**src/design/bss_pkg.sv**
```systemverilog
// bss_pkg: shared types and codes for the bounded stack with search
// operation codes, status codes and the controller state type
// no dependencies
package bss_pkg;

  localparam int DATA_W = 32;
  localparam int OUT_W  = 7;

  localparam logic [1:0] OP_PUSH   = 2'd0;
  localparam logic [1:0] OP_POP    = 2'd1;
  localparam logic [1:0] OP_SEARCH = 2'd2;

  localparam logic [1:0] ST_OK        = 2'd0;
  localparam logic [1:0] ST_EMPTY     = 2'd1;
  localparam logic [1:0] ST_OVERFLOW  = 2'd2;
  localparam logic [1:0] ST_NOT_FOUND = 2'd3;

  typedef enum logic [1:0] {
    S_IDLE,
    S_POP,
    S_SEARCH
  } state_t;

endpackage

```
**src/design/bss_ram.sv**
```systemverilog
// bss_ram: stack storage with one write port and one read port, one write and one read per cycle
// read data registered
// depends on bss_pkg
module bss_ram #(
  parameter int DEPTH = 64
) (
  input  logic                                clk,
  input  logic                                wr_en,
  input  logic [$clog2(DEPTH)-1:0]            wr_addr,
  input  logic [bss_pkg::DATA_W-1:0]          wr_data,
  input  logic [$clog2(DEPTH)-1:0]            rd_addr,
  output logic [bss_pkg::DATA_W-1:0]          rd_data
);
  import bss_pkg::*;

  logic [DATA_W-1:0] mem [DEPTH];

  always_ff @(posedge clk) begin
    if (wr_en) begin
      mem[wr_addr] <= wr_data;
    end
  end

  always_ff @(posedge clk) begin
    rd_data <= mem[rd_addr];
  end

endmodule

```
**src/design/bounded_stack_with_search_core.sv**
```systemverilog
// bounded_stack_with_search_core: LIFO stack of 32-bit values with search from top
// controller and result register around the bss_ram storage
// depends on bss_pkg and bss_ram
//
// Input channel (in_valid/in_ready) carries one operation per beat: push, pop
// or search from top, with a 32-bit value. Output channel (out_valid/out_ready)
// returns exactly one result beat per input beat: status, data, 1-based match
// position and the fill level after the operation.
// Path from input beat to result: push, full push, the unused code and a pop or search on
// an empty stack are answered from the idle state; other pops pass through the pop state
// for one storage read; a search passes through the search state, visiting entries from
// the top until a match or until all level entries are visited. The walk reads one entry
// a cycle through the single read port, which sets the search time.
// One operation is in flight at a time; a new beat is taken in the cycle its
// predecessor's result is taken, or at once if the result register is empty.
// Reset clears the state, the fill level and the result valid flag; the storage needs no
// clearing since only entries below the level are ever read.
// A stalled receiver holds the result register and, with it, the input.
module bounded_stack_with_search_core #(
  parameter int STACK_DEPTH = 64
) (
  input  logic                 clk,
  input  logic                 rst,
  input  logic                 in_valid,
  output logic                 in_ready,
  input  logic [1:0]           operation,
  input  logic signed [31:0]   value,
  output logic                 out_valid,
  input  logic                 out_ready,
  output logic [1:0]           status,
  output logic signed [31:0]   data,
  output logic [6:0]           position,
  output logic [6:0]           level
);
  import bss_pkg::*;

  localparam int AW = $clog2(STACK_DEPTH);
  localparam int CW = $clog2(STACK_DEPTH + 1);

  state_t              state, state_next;
  logic [CW-1:0]       fill, fill_next;
  logic [CW-1:0]       pos, pos_next;
  logic [AW-1:0]       walk_addr, walk_addr_next;
  logic [DATA_W-1:0]   key, key_next;

  logic                out_valid_next;
  logic [1:0]          status_next;
  logic [DATA_W-1:0]   data_next;
  logic [OUT_W-1:0]    position_next;
  logic [OUT_W-1:0]    level_next;

  logic                accept;
  logic                full;
  logic                empty;
  logic                wr_en;
  logic [AW-1:0]       wr_addr;
  logic [AW-1:0]       rd_addr;
  logic [DATA_W-1:0]   rd_data;

  bss_ram #(
    .DEPTH (STACK_DEPTH)
  ) u_ram (
    .clk     (clk),
    .wr_en   (wr_en),
    .wr_addr (wr_addr),
    .wr_data (value),
    .rd_addr (rd_addr),
    .rd_data (rd_data)
  );

  assign full     = (fill == CW'(STACK_DEPTH));
  assign empty    = (fill == '0);
  assign in_ready = (state == S_IDLE) && (!out_valid || out_ready);
  assign accept   = in_valid && in_ready;
  assign wr_addr  = AW'(fill);

  always_ff @(posedge clk) begin
    if (rst) begin
      state     <= S_IDLE;
      fill      <= '0;
      out_valid <= 1'b0;
    end else begin
      state     <= state_next;
      fill      <= fill_next;
      out_valid <= out_valid_next;
    end
  end

  always_ff @(posedge clk) begin
    pos       <= pos_next;
    walk_addr <= walk_addr_next;
    key       <= key_next;
    status    <= status_next;
    data      <= data_next;
    position  <= position_next;
    level     <= level_next;
  end

  always_comb begin
    state_next     = state;
    fill_next      = fill;
    pos_next       = pos;
    walk_addr_next = walk_addr;
    key_next       = key;
    out_valid_next = out_valid && !out_ready;
    status_next    = status;
    data_next      = data;
    position_next  = position;
    level_next     = level;
    wr_en          = 1'b0;
    // next entry down from the current walk position
    rd_addr        = walk_addr - 1'b1;

    unique case (state)
      S_IDLE: begin
        if (accept) begin
          unique case (operation)
            OP_PUSH: begin
              out_valid_next = 1'b1;
              data_next      = '0;
              position_next  = '0;
              if (full) begin
                status_next = ST_OVERFLOW;
                level_next  = OUT_W'(fill);
              end else begin
                wr_en       = 1'b1;
                fill_next   = CW'(fill + 1'b1);
                status_next = ST_OK;
                level_next  = OUT_W'(CW'(fill + 1'b1));
              end
            end
            OP_POP: begin
              if (empty) begin
                out_valid_next = 1'b1;
                status_next    = ST_EMPTY;
                data_next      = '0;
                position_next  = '0;
                level_next     = OUT_W'(fill);
              end else begin
                fill_next  = CW'(fill - 1'b1);
                rd_addr    = AW'(fill - 1'b1);
                state_next = S_POP;
              end
            end
            OP_SEARCH: begin
              if (empty) begin
                out_valid_next = 1'b1;
                status_next    = ST_EMPTY;
                data_next      = '0;
                position_next  = '0;
                level_next     = OUT_W'(fill);
              end else begin
                rd_addr        = AW'(fill - 1'b1);
                walk_addr_next = AW'(fill - 1'b1);
                pos_next       = CW'(1);
                key_next       = value;
                state_next     = S_SEARCH;
              end
            end
            default: begin
              out_valid_next = 1'b1;
              status_next    = ST_OK;
              data_next      = '0;
              position_next  = '0;
              level_next     = OUT_W'(fill);
            end
          endcase
        end
      end
      S_POP: begin
        out_valid_next = 1'b1;
        status_next    = ST_OK;
        data_next      = rd_data;
        position_next  = '0;
        level_next     = OUT_W'(fill);
        state_next     = S_IDLE;
      end
      S_SEARCH: begin
        // rd_data holds the entry at position pos from the top
        if (rd_data == key) begin
          out_valid_next = 1'b1;
          status_next    = ST_OK;
          data_next      = key;
          position_next  = OUT_W'(pos);
          level_next     = OUT_W'(fill);
          state_next     = S_IDLE;
        end else if (pos == fill) begin
          out_valid_next = 1'b1;
          status_next    = ST_NOT_FOUND;
          data_next      = '0;
          position_next  = '0;
          level_next     = OUT_W'(fill);
          state_next     = S_IDLE;
        end else begin
          pos_next       = CW'(pos + 1'b1);
          walk_addr_next = walk_addr - 1'b1;
        end
      end
      default: begin
        state_next = S_IDLE;
      end
    endcase
  end

endmodule

```
**config.mk**
```make
export PLATFORM = sky130hd
export DESIGN_NAME = bounded_stack_with_search_core
export DESIGN_NICKNAME = d
export VERILOG_FILES = /design/src/design/bss_pkg.sv /design/src/design/bss_ram.sv /design/src/design/bounded_stack_with_search_core.sv
export SDC_FILE = /design/constraint.sdc
export NUM_CORES = 2
export LEC_CHECK = 0
export BUFFER_PORTS_ARGS = -buffer_cell sky130_fd_sc_hd__buf_4
export CAP_MARGIN = 20
export CORE_MARGIN = 3
export CORE_UTILIZATION = 54
export CTS_BUF_LIST = sky130_fd_sc_hd__clkbuf_8 sky130_fd_sc_hd__clkbuf_16
export CTS_CLUSTER_DIAMETER = 150
export DETAILED_ROUTE_END_ITERATION = 16
export PLACE_DENSITY = 0.7
export REMOVE_ABC_BUFFERS = 1
export SLEW_MARGIN = 20
export SYNTH_ARGS = -nofsm -noshare
export SYNTH_HDL_FRONTEND = slang
export SYNTH_SLANG_ARGS = --single-unit
```
**constraint.sdc**
```tcl
create_clock -name clk -period 7.35 [get_ports clk]
set_input_delay 1.1025 -clock clk [delete_from_list [all_inputs] [get_ports clk]]
set_output_delay 1.1025 -clock clk [all_outputs]
set_load 0.01 [all_outputs]
```
==> metrics.csv <==
stage,metric,value,unit
outcome,outcome,completed,
place,DPL Wire Length,135000,µm
yosys,top-count cell post-synth,edfxtp_1,
yosys,Yosys cell types,67,
grt,vias in the first global route,50300,
power_and_ir_drop,total power,0.0305,W
cts,CTS Buffer Depth,3,
grt,pin count of the biggest net entering global routing,144,
power_and_ir_drop,P_leak,31.6,nW
place,Post-Place Cells,7745,
place,Placer Congestion,0.881,
sta,Tcrit/Tclk final,85.3,%
cts,setup bufs post-CTS,0,
place,Placed Instance Area,0.0888,mm²
yosys,post-synthesis sequential area ratio,76.5,%
yosys,leading post-synthesis cells by cell area,"edfxtp_1 (75%), nand2_1 (6.3%), nand3_1 (3.6%), mux4_2 (2.2%), mux2i_1 (2.1%)",
route,first-pass detailed-route iteration total,8,
grt,Tot GR Track Use,29.9,%
sta,Slew HR,11.0,%
layout,P&R area growth vs syn,12.1,%
critical_path,WP buf/inv,3,
cts,# H-tree levels,4,
critical_path,critical path capture point type,register,
yosys,Mapped Area,0.0852,mm²
route,Post-DRT Antenna Nets,0,
cts,Post-CTS Hold Buffers,0,
sta,PnR worst setup slack,1.08,ns
floorplanning,Die Ht,403,µm
sta,Worst Tran Pin Value,1.32,ns
yosys,Post-synth top cells,"edfxtp_1 (2141), nand2_1 (1424), nand3_1 (618), mux2i_1 (178), buf_2 (148)",
floorplanning,total core area,0.156,mm²
route,Vias,52700,
route,drt drc,0,
sta,Setup Viol. Count Final,0,
cts,"Reg clk slew, reported paths",0.06,ns
layout,"non-filler cells, final",8139,
cts,CTS tree,built,
route,wire per inst,30.0,µm
layout,multi-input logic area,0.0191,mm²
critical_path,CP arrival,7.00,ns
yosys,async set-reset flop share out of synthesis,0,%
cts,worst skew pair latency,0.85,ns
layout,Reg area,0.0651,mm²
yosys,Gate Count Post-Synth,5810,
floorplanning,row cnt,145,
yosys,syn avg cell area,14.7,µm²
sta,Fin. Hold Viols,0,
yosys,register bit total from synthesis,2183,
yosys,most frequently used flop master after synthesis,edfxtp_1,
route,routed wire length,244000,µm
grt,global-route wire length before repair,352000,µm
yosys,Synth top area share,75.5,%
floorplanning,Starting Density,54.5,%
floorplanning,total die area,0.163,mm²
power_and_ir_drop,PD cells,320,mW/mm²
cts,Clock Sinks,2183,
route,Vias/cell,6.47,
yosys,"area leader, netlist",edfxtp_1,
hold_path,Hold WC Path Type,primary input to register,
sta,FMAX,159,MHz
critical_path,Top Family by Delay on Critical Path,simple AND/OR/NAND/NOR gates,
sta,clk_skew,0.0363,ns
layout,Final nets,5949,
layout,layout cell share with drive strength beyond 1,11.6,%
floorplanning,Die W,403,µm
grt,final global-route overflow total,0,
yosys,"EDFF count, synth",2141,
critical_path,critical path's largest stage delay,0.88,ns
cts,PostCTS Resize Cnt,0,
place,DP Worst Slack,1.33,ns
cts,clock tree root buffer cell,clkbuf_16,
layout,Filler Cell Count,11200,
sta,RSZ-0062 raised after global routing,no,
critical_path,"Data required, critical path",8.08,ns
critical_path,CP startpoint kind,register,
route,1st-iter DRT viols,8393,
critical_path,"Max FO, Critical Path",50,
layout,Post-Route Utilization,61.0,%
critical_path,worst-path cell chain,inv_1 > ha_1 > or3b_1 > o2111ai_4 > mux2i_4 > buf_12 > buf_4 > nand3_1 > a2bb2oi_1 > o2111ai_1 > nand4_1 > or3_1,
job,number of max-cap violations,0,
floorplanning,I/O Pins,88,
critical_path,Setup CP Type,register to register,
critical_path,Slowest cell on crit path,o2111ai_4,
power_and_ir_drop,maximum VDD drop,0.000299,V
place,count of input and output buffers,87,
grt,initial antenna violation count,16,
sta,crit path time final,6.27,ns
yosys,Synth Warn #,0,
layout,post-route cell area,0.0954,mm²
sta,Pins Over Slew Limit,0,
cts,Inserted Clock Buffers,206,
cells by family after synthesis:
| family | synth area share, % |
|---|---|
| AND/OR/NAND/NOR | 12.7 |
| flip-flops | 76.5 |
| AO/OA/AOI/OAI | 3.62 |
| buffers and inverters | 1.95 |
| multiplexers | 4.40 |
| XOR/XNOR | 0.607 |
| adder cells (fa/ha/maj) | 0.206 |
sequential cells by signal (all words and copies together) (netlist names):
name / cells
u_ram.mem: 2048
data: 32
key: 32
u_ram.rd_data: 32
fill: 7
level: 7
pos: 7
position: 7
walk_addr: 6
state: 2
status: 2
out_valid: 1
cells in the final DEF (no fill, tap or decap), drive strengths merged, types with 5 or more instances in the layout:
cell type,synthesis,routed
edfxtp,2141,2141
nand2,1424,1424
nand3,618,618
buf,230,233
clkbuf,124,217
mux2i,180,180
nor2,139,139
nand4,137,137
clkinv,1,89
mux4,84,84
a31oi,81,81
a21oi,77,77
o2111ai,68,68
inv,12,66
o21ai,61,61
a22oi,55,55
xnor2,48,48
dfxtp,42,42
a32oi,41,41
nor2b,35,35
and3,20,20
nor3,19,19
or4,16,16
bufinv,0,15
or3,14,14
ha,14,14
and2,12,12
o211ai,12,12
xor2,11,11
a2bb2oi,11,11
diode,0,10
and4,9,9
o22ai,9,9
o221ai,8,8
clkinvlp,0,8
or2,8,8
nand2b,5,5
nor4,5,5
o31ai,5,5
power by group:
group | total [W] | leakage [nW] | switching (W) | internal (W)
registers | 0.0143 | 19.6 | 0.000307 | 0.0140
clock network | 0.0104 | 3.41 | 0.00461 | 0.00580
logic | 0.00577 | 8.54 | 0.00403 | 0.00174
worst paths after layout:
path                            slack, ns           endpoint  cells past startpoint      from
worst max register to register       1.08  u_ram.rd_data[25]                     12   fill[0]
worst max-delay path                 1.08  u_ram.rd_data[25]                     12   fill[0]
worst min-delay path                 0.52            fill[0]                      2       rst
worst min register to register       0.59           state[1]                      2  state[1]
routing by layer:
| layer | routed length (µm) | GRT usage, % |
|---|---|---|
| met5 | 11 | 0.0892 |
| met4 | 11400 | 13.4 |
| met3 | 30700 | 7.21 |
| met2 | 111000 | 44.9 |
| met1 | 91100 | 42.1 |
per-stage QoR:
step                setup TNS [ns]  hold WS (ns)
floorplan                  -676.22         0.529
global placement                 0         0.554
detailed placement               0         0.579
CTS                              0         0.471
global route                     0         0.499
finish                           0         0.525
layout make-up:
cell class	instances	area share (%)
antenna	10	0.0262
clock buffer	217	5.63
clock inverter	165	1.30
inverter	13	0.0511
multi-input combinational	3260	20.0
sequential	2183	68.2
tap	2058	2.70
timing repair buffer	233	2.08
Note: power is estimated with default switching activity, not from simulation.
